`src/rtl/core/adlr_pkg.sv`:
```
// Package for the audio delay line realign core.
// Holds the word types, operation and mode codes, and default sizes.
// No dependencies.
`default_nettype none

package adlr_pkg;

    localparam int SAMPLE_W     = 32;
    localparam int DELAY_W      = 12;
    localparam int FUNC_W       = 2;
    localparam int MODE_W       = 2;
    localparam int DEPTH_DEF    = 4096;
    localparam int MARGIN_DEF   = 10;

    // Operation codes carried in the func field.
    typedef enum logic [FUNC_W-1:0] {
        FUNC_WRITE = 2'd0,
        FUNC_READ  = 2'd1,
        FUNC_DELAY = 2'd2
    } t_func;

    // Alignment modes: which side is held while the pointers realign.
    typedef enum logic [MODE_W-1:0] {
        MODE_ALIGNED = 2'd0,
        MODE_RD_HOLD = 2'd1,
        MODE_WR_HOLD = 2'd2
    } t_mode;

    // Sweep state of the store clearing after reset.
    typedef enum logic {
        CLR_SWEEP = 1'b0,
        CLR_DONE  = 1'b1
    } t_clr_state;

    // One input word.
    typedef struct packed {
        logic [FUNC_W-1:0]          func;
        logic signed [SAMPLE_W-1:0] sample_in;
        logic [DELAY_W-1:0]         new_delay;
    } t_in_word;

    // One result word.
    typedef struct packed {
        logic                       served;
        logic signed [SAMPLE_W-1:0] sample_out;
        logic                       accepted;
        logic [MODE_W-1:0]          mode_now;
    } t_out_word;

    // Result status that travels with an item while the store read completes.
    typedef struct packed {
        logic              rd_served;
        logic              served;
        logic              accepted;
        logic [MODE_W-1:0] mode_now;
    } t_meta;

endpackage

`default_nettype wire

```
`src/rtl/core/adlr_ctrl.sv`:
```
// Pointer, delay and mode control for the delay line, plus the store clearing sweep.
// Depends on adlr_pkg; drives the ports of one adlr_ram.
`default_nettype none

module adlr_ctrl #(
    parameter int DEPTH  = adlr_pkg::DEPTH_DEF,
    parameter int MARGIN = adlr_pkg::MARGIN_DEF
) (
    input  wire logic                            i_clk,
    input  wire logic                            i_rst_n,
    input  wire logic                            i_valid,
    output logic                                 o_ready,
    input  wire adlr_pkg::t_in_word              i_word,
    input  wire logic                            i_adv,
    output logic                                 o_fire,
    output adlr_pkg::t_meta                      o_meta,
    output logic                                 o_we,
    output logic [$clog2(DEPTH)-1:0]             o_waddr,
    output logic [adlr_pkg::SAMPLE_W-1:0]        o_wdata,
    output logic                                 o_re,
    output logic [$clog2(DEPTH)-1:0]             o_raddr
);
    import adlr_pkg::*;

    localparam int AW = $clog2(DEPTH);
    // Compare width: holds DEPTH itself and any delay value.
    localparam int CW = ((AW > DELAY_W) ? AW : DELAY_W) + 1;
    localparam logic [CW-1:0] DEPTH_C = CW'(DEPTH);
    localparam logic [CW-1:0] LIMIT_C = CW'(DEPTH - MARGIN);
    localparam logic [AW-1:0] LAST_IDX = AW'(DEPTH - 1);

    t_clr_state r_state, n_state;
    logic [AW-1:0] r_clr_idx, n_clr_idx;
    logic [AW-1:0] r_wr_idx, n_wr_idx;
    logic [AW-1:0] r_rd_idx, n_rd_idx;
    t_mode r_mode, n_mode;
    logic [DELAY_W-1:0] r_delay, n_delay;

    logic clearing;
    logic wr_serve;
    logic rd_serve;
    logic accepted;
    logic [CW-1:0] wr_ext;
    logic [CW-1:0] rd_ext;
    logic [CW-1:0] ptr_dist;
    logic [CW-1:0] dly_ext;
    logic [CW-1:0] req_ext;

    // Sweep sequencer: next state.
    always_comb begin
        n_state = r_state;
        unique case (r_state)
            CLR_SWEEP: begin
                if (r_clr_idx == LAST_IDX) begin
                    n_state = CLR_DONE;
                end
            end
            CLR_DONE: begin
                n_state = CLR_DONE;
            end
            default: begin
                n_state = CLR_SWEEP;
            end
        endcase
    end

    // Sweep sequencer: outputs.
    always_comb begin
        unique case (r_state)
            CLR_SWEEP: clearing = 1'b1;
            CLR_DONE:  clearing = 1'b0;
            default:   clearing = 1'b1;
        endcase
    end

    assign n_clr_idx = r_clr_idx + 1'b1;

    // Items enter only after the sweep and when the result stage can move.
    assign o_ready = !clearing && i_adv;
    assign o_fire  = i_valid && o_ready;

    // Pointer distance, write minus read modulo DEPTH.
    assign wr_ext   = CW'(r_wr_idx);
    assign rd_ext   = CW'(r_rd_idx);
    assign dly_ext  = CW'(r_delay);
    assign req_ext  = CW'(i_word.new_delay);
    assign ptr_dist = (wr_ext >= rd_ext) ? (wr_ext - rd_ext) : (DEPTH_C - rd_ext + wr_ext);

    // Operation decode with the mode check ahead of each serviced access.
    always_comb begin
        n_wr_idx = r_wr_idx;
        n_rd_idx = r_rd_idx;
        n_mode   = r_mode;
        n_delay  = r_delay;
        wr_serve = 1'b0;
        rd_serve = 1'b0;
        accepted = 1'b0;
        if (o_fire) begin
            unique case (i_word.func)
                FUNC_WRITE: begin
                    if (r_mode != MODE_WR_HOLD) begin
                        wr_serve = 1'b1;
                        if (r_mode == MODE_RD_HOLD) begin
                            if (ptr_dist == dly_ext) begin
                                n_mode = MODE_ALIGNED;
                            end else if (ptr_dist > dly_ext) begin
                                n_mode = MODE_WR_HOLD;
                            end
                        end
                        n_wr_idx = (r_wr_idx == LAST_IDX) ? '0 : r_wr_idx + 1'b1;
                    end
                end
                FUNC_READ: begin
                    if (r_mode != MODE_RD_HOLD) begin
                        rd_serve = 1'b1;
                        if (r_mode == MODE_WR_HOLD) begin
                            if (ptr_dist == dly_ext) begin
                                n_mode = MODE_ALIGNED;
                            end else if (ptr_dist < dly_ext) begin
                                n_mode = MODE_RD_HOLD;
                            end
                        end
                        n_rd_idx = (r_rd_idx == LAST_IDX) ? '0 : r_rd_idx + 1'b1;
                    end
                end
                FUNC_DELAY: begin
                    if (req_ext < LIMIT_C) begin
                        accepted = 1'b1;
                        if (i_word.new_delay < r_delay) begin
                            n_mode = MODE_RD_HOLD;
                        end else if (i_word.new_delay > r_delay) begin
                            n_mode = MODE_WR_HOLD;
                        end
                        n_delay = i_word.new_delay;
                    end
                end
                default: begin
                    // Unused code: no state change.
                end
            endcase
        end
    end

    // Store port steering: the sweep writes zeros, otherwise served accesses.
    always_comb begin
        if (clearing) begin
            o_we    = 1'b1;
            o_waddr = r_clr_idx;
            o_wdata = '0;
        end else begin
            o_we    = wr_serve;
            o_waddr = r_wr_idx;
            o_wdata = i_word.sample_in;
        end
    end

    assign o_re    = rd_serve;
    assign o_raddr = r_rd_idx;

    // Status that follows the item to the result stage.
    always_comb begin
        o_meta.rd_served = rd_serve;
        o_meta.served    = wr_serve || rd_serve;
        o_meta.accepted  = accepted;
        o_meta.mode_now  = n_mode;
    end

    // Control registers.
    always_ff @(posedge i_clk) begin
        if (!i_rst_n) begin
            r_state   <= CLR_SWEEP;
            r_clr_idx <= '0;
            r_wr_idx  <= '0;
            r_rd_idx  <= '0;
            r_mode    <= MODE_ALIGNED;
            r_delay   <= '0;
        end else begin
            r_state   <= n_state;
            r_clr_idx <= n_clr_idx;
            r_wr_idx  <= n_wr_idx;
            r_rd_idx  <= n_rd_idx;
            r_mode    <= n_mode;
            r_delay   <= n_delay;
        end
    end

    // The write pointer moves only on a served write.
    a_wr_idx_hold: assert property (@(posedge i_clk) disable iff (!i_rst_n)
        (i_rst_n && !wr_serve) |=> $stable(r_wr_idx))
        else $error("write index moved without a served write");

    // The read pointer moves only on a served read.
    a_rd_idx_hold: assert property (@(posedge i_clk) disable iff (!i_rst_n)
        (i_rst_n && !rd_serve) |=> $stable(r_rd_idx))
        else $error("read index moved without a served read");

    // A stored delay is always one that passed the limit check.
    a_delay_limit: assert property (@(posedge i_clk) disable iff (!i_rst_n)
        dly_ext < LIMIT_C)
        else $error("delay register above the allowed limit");

endmodule

`default_nettype wire

```
`config.mk`:
```
export PLATFORM = sky130hd
export DESIGN_NAME = adlr_ctrl
export DESIGN_NICKNAME = d
export VERILOG_FILES = /design/src/rtl/core/adlr_pkg.sv /design/src/rtl/core/adlr_ctrl.sv
export SDC_FILE = /design/constraint.sdc
export NUM_CORES = 1
export LEC_CHECK = 0
export BUFFER_PORTS_ARGS = -buffer_cell sky130_fd_sc_hd__buf_2
export CAP_MARGIN = 20
export CELL_PAD_IN_SITES_DETAIL_PLACEMENT = 0
export CELL_PAD_IN_SITES_GLOBAL_PLACEMENT = 2
export CORE_UTILIZATION = 30
export CTS_BUF_LIST = sky130_fd_sc_hd__clkbuf_8
export CTS_CLUSTER_DIAMETER = 50
export CTS_CLUSTER_SIZE = 40
export DETAILED_ROUTE_END_ITERATION = 6
export GPL_TIMING_DRIVEN = 0
export PLACE_DENSITY_LB_ADDON = 0.1
export SETUP_SLACK_MARGIN = 0.1
export SLEW_MARGIN = 30
export SYNTH_ARGS = -nofsm -noshare
export SYNTH_HDL_FRONTEND = slang
export SYNTH_SLANG_ARGS = --single-unit
```
`constraint.sdc`:
```
create_clock -name i_clk -period 6.1 [get_ports i_clk]
set_input_delay 1.22 -clock i_clk [delete_from_list [all_inputs] [get_ports i_clk]]
set_output_delay 1.22 -clock i_clk [all_outputs]
set_load 0.05 [all_outputs]
```
Yosys cells after proc, flatten, opt, wreduce, memory -nomap -nowiden
Cells that the tools add are included.
{"block": "classes", "n_eq_ne": 10, "n_reduce_logical": 8, "addsub": 6, "muxes": 31, "bitwise": 1, "magnitude_cmp": 6}
{"op": "12-bit by 1-bit adder with 12-bit output (second input constant)", "n": 3}
{"op": "12-bit equality test (second input constant)", "n": 3}
{"op": "12-bit 2-to-1 mux", "n": 3}
{"op": "32-bit 2-to-1 mux", "n": 1}
{"op": "2-bit 2-to-1 mux", "n": 12}
{"op": "13-bit by 12-bit adder with 13-bit output", "n": 1}
{"op": "13-bit by 12-bit equality test with 1-bit output", "n": 1}
{"op": "13-bit by 12-bit > comparator with 1-bit output", "n": 1}
{"op": "13-bit by 12-bit < comparator with 1-bit output", "n": 1}
{"op": "13-bit 2-to-1 mux", "n": 1}
{"op": "12-bit by 12-bit subtractor with 13-bit output", "n": 1}
{"op": "13-bit by 12-bit subtractor with 13-bit output (first input constant)", "n": 1}
{"op": "12-bit >= comparator", "n": 1}
{"op": "12-bit > comparator", "n": 1}
{"op": "12-bit < comparator", "n": 1}
{"op": "12-bit < comparator (second input constant)", "n": 1}
{"op": "1-bit 2-to-1 mux", "n": 11}
{"op": "3-bit AND reduction", "n": 3}
{"op": "2-bit one-hot mux with 3 select lines", "n": 1}
{"op": "2-bit by 1-bit equality test with 1-bit output (second input constant)", "n": 2}
{"op": "2-bit equality test (second input constant)", "n": 2}
{"op": "1-bit one-hot mux with 2 select lines", "n": 2}
{"op": "1-bit logical AND", "n": 2}
{"op": "2-bit logical NOT", "n": 1}
{"op": "5 further kinds", "n": 5}
{"block": "totals", "in_bits": 50, "ff_bits": 51}

Longest topological paths before layout
{"block": "logic_depth", "ltp_word": 10, "mapped_depth": 19, "mapped_depth_nobuf": 19}

Least setup slack after synthesis
No wires, ideal clock.
{"block": "synth_path", "path_kind": "register -> output", "startpoint": "reg r_rd_idx[0], in the netlist o_raddr[0]", "endpoint": "out o_meta[1] (netlist bit)", "stages_incl_launch_ff": 17, "path_slack_ns": -0.031, "t_required_ns": 4.880, "path_buffers": 0, "arrival_time_ns": 4.911, "path_cell_list": "dfxtp_1 -> ha_1 -> inv_1 -> fa_1 -> a211oi_1 -> o21ai_1 -> a31o_2 -> a21o_1 -> xor2_1 -> ha_1 -> and3_1 -> nand2_1 -> a31oi_1 -> nor2_1 -> o21ai_0 -> a211oi_1 -> o41ai_1"}
{"item": "from (decl)", "line_no": "adlr_ctrl.sv:35", "text": "logic [AW-1:0] r_rd_idx, n_rd_idx;"}
{"item": "from (signal assigned)", "line_no": "adlr_ctrl.sv:181", "text": "r_rd_idx <= n_rd_idx;"}
{"item": "to (decl)", "line_no": "adlr_ctrl.sv:16", "text": "output adlr_pkg::t_meta o_meta,"}

==> results_dict.tcl <==
set metrics [dict create \
    status "finished, final reports clean" \
    globalplace.congestion 0.7849 \
    path_max_fanout 5 \
    holdCritPathClass "reg2reg" \
    grt_usage_pct 17.25 \
    r2r_slack_ns 1.99 \
    core.rowCount 40 \
    critPathLaunch "r_wr_idx[0]" \
    cp.arrival_ns 4.52 \
    numClockSinks 51 \
    slowest_stage "fa_1" \
    dp_cells 753 \
    worst_skew_pair.late_latency_ns 0.34 \
    r2r-end "r_mode[0]" \
    cp-end-kind "output pin" \
    fmax_mhz 174.4 \
    ant_nets 0 \
    instances_no_fill 762 \
    pin_count 115 \
    ir_drop_mv 0.1049 \
    fin_skew_ns 0.01096 \
    synth_top_area_share_pct 26.93 \
    synth_top_flop_cell "dfxtp_1" \
    worst_pin_slew_ns 0.7321 \
    yosysMostFrequentCell "nor2_1" \
    period_share_pct 94.02 \
    avgRoutedWirePerCell_um 14.68 \
    ys_seq_area_share_pct 26.93 \
    synthesis.nets 562 \
    synth_area_leaders "dfxtp_1, ha_1, nor2_1" \
    via_per_inst 4.780 \
    finalHoldViolCount 0 \
    syn_to_final_growth_pct 23.96 \
    synthArstFlopShare_pct 0 \
    wl_um 11180 \
    synth_top_area_cell "dfxtp_1" \
    grt_pass1_vias 3373 \
    avgSynthCellArea_um2 8.032 \
    grt_pass1_wl_um 17250 \
    tritoncts "done" \
    synth_enable_flop_cells 0 \
    tns_ns 0 \
    hpwl_um 9150 \
    grt_max_degree 19 \
    fin_nets 683 \
    setup_viol 0 \
    ff2ff_path_depth 19 \
    drc 0 \
    ys_warn_count 0 \
    synthTopCellsByCount "nor2_1, dfxtp_1, ha_1" \
    synthDistinctLibCells 56 \
    r2r_start "r_wr_idx[0]" \
    drive_gt1_share_pct 25.42 \
    clock-root-buffer "clkbuf_8" \
    htree_levels 2 \
    path_clk_slew_ns 0.11 \
    cts_buffer_depth 2 \
    cp-start-kind "flip-flop" \
    drv_cap 0 \
    p_leak_nw 2.220 \
    crit_end "o_meta[0]" \
    crit_type "reg2out" \
    cts_hold_buf 0 \
    firstDrtPassIters 5 \
    cts_made_buffers 5 \
    antenna_found_initial 0 \
    synthCells 472 \
    synth_seq_cells 51 \
    fp.coreArea_um2 12160 \
    num_antenna_cells 0 \
    period_minus_slack_ns 5.735 \
    cpPeakStageDelay_ns 0.43 \
    chipWidth_um 114.4 \
    synth_area_um2 3791 \
    crit_chain "inv_1 -> ha_1 -> inv_1 -> fa_1 -> a211oi_2 -> o21ai_1 -> a31o_2 -> a21o_1 -> a21o_1 -> a21oi_1 -> xnor2_1 -> ha_1 -> a21o_1 -> a21oi_1 -> nor3b_2 -> nor4b_2 -> a21oi_1 -> or3_1 -> nand2_1 -> buf_4" \
    start_util_pct 31.17 \
    die_area_um2 13090 \
    pwr_density_cell_nw_per_um2 132.0 \
    critPathRequiredTime_ns 4.88 \
    rsz0062_at_grt "false" \
    relSlewSlack_pct 51.20 \
    drtIter0Drc 150 \
    overflow 0 \
    drv_slew 0 \
    io_buffers 113 \
    dr_total_vias 3642 \
    die_h_um 114.4 \
]
==> timing repair <==
| item | in CTS | in global routing |
|---|---|---|
| endpoints found under the setup margin | 1 | 1 |
| setup buffers | 0 | 1 |
| resized for setup | 1 | 5 |
| pin swaps | 0 | 1 |
==> registers in the layout, indices dropped and copies added, names as in the netlist <==
signal,flops
r_delay,12
r_state,1
r_wr_idx,12
r_mode,2
o_raddr,12
r_clr_idx,12
==> critical path, delay by kind of cell (launching register included) <==
| family | cells | cell delay, ns |
|---|---|---|
| flops | 1 | 0.37 |
| fa+ha+maj | 3 | 0.87 |
| xor+xnor | 1 | 0.15 |
| simple gates | 4 | 0.82 |
| buf+inv | 3 | 0.36 |
| compound gates | 9 | 1.60 |
==> per-stage QoR <==
step	hold slack [ns]	utilization (%)	total power, mW	instance area [um2]	setup slack (ns)
after floorplan	0.4349	-	0.3695	3799	0.5148
after global placement	0.4559	37.61	0.3962	4574	0.4580
after detailed placement	0.4750	37.61	0.3967	4574	0.4946
after CTS	0.5017	38.43	0.6302	4673	0.1029
after global routing	0.5307	38.64	0.6486	4700	0.1066
final	0.4997	38.64	0.6204	4700	0.3649
==> worst min-delay path by stage <==
stage                       startpoint           end  cells after the start
after floorplan           r_clr_idx[0]  r_clr_idx[0]                      1
after global placement    r_clr_idx[0]  r_clr_idx[0]                      1
after detailed placement  r_clr_idx[0]  r_clr_idx[0]                      1
after CTS                 r_clr_idx[0]  r_clr_idx[0]                      1
after global routing        r_delay[3]    r_delay[3]                      2
final                     r_clr_idx[0]  r_clr_idx[0]                      1
==> routing by layer <==
| layer | up-vias | global-route usage [%] | wire length [um] |
|---|---|---|---|
| met5 | - | 0 | 0 |
| met4 | 0 | 4.935 | 153 |
| met2 | 83 | 29.17 | 5212 |
| met1 | 1664 | 21.79 | 5278 |
| met3 | 10 | 4.076 | 538 |
| li1 | 1885 | - | - |
==> layout by cell type (no fill, tap or decap), types with 20 or more instances in the layout <==
master,netlist,final
buf_2,1,113
nor2_1,61,61
dfxtp_1,51,50
ha_1,39,39
and2_1,35,35
inv_1,30,30
nand2_1,28,28
a21oi_1,25,25
xnor2_1,21,21
nand3_1,20,20
==> final cells by class <==
class	count	area, um2
Inverter	31	116.4
Clock inverter	3	28.78
Fill cell	1290	7462
Sequential cell	51	1022
Tap cell	168	210.2
Timing Repair Buffer	114	575.6
Buffer	15	65.06
Clock buffer	5	68.82
Multi-Input combinational cell	375	2613
==> cell families (layout without fill, tap and decap cells) <==
family | after synthesis | count (layout) | synth area share, %
buffers and inverters | 46 | 168 | 4.785
flip-flops | 51 | 51 | 26.93
AO/OA/AOI/OAI | 73 | 73 | 12.54
XOR/XNOR | 36 | 36 | 8.317
AND/OR/NAND/NOR | 203 | 203 | 27.59
multiplexers | 23 | 23 | 6.436
adder cells (fa/ha/maj) | 40 | 40 | 13.40
==> power breakdown <==
group	internal [mW]	switching, mW	leakage (nW)
Sequential	0.335	0.00223	0.412
Combinational	0.0218	0.0301	1.76
Clock	0.0856	0.146	0.0502
No activity file was read; power rests on OpenSTA's default activity.
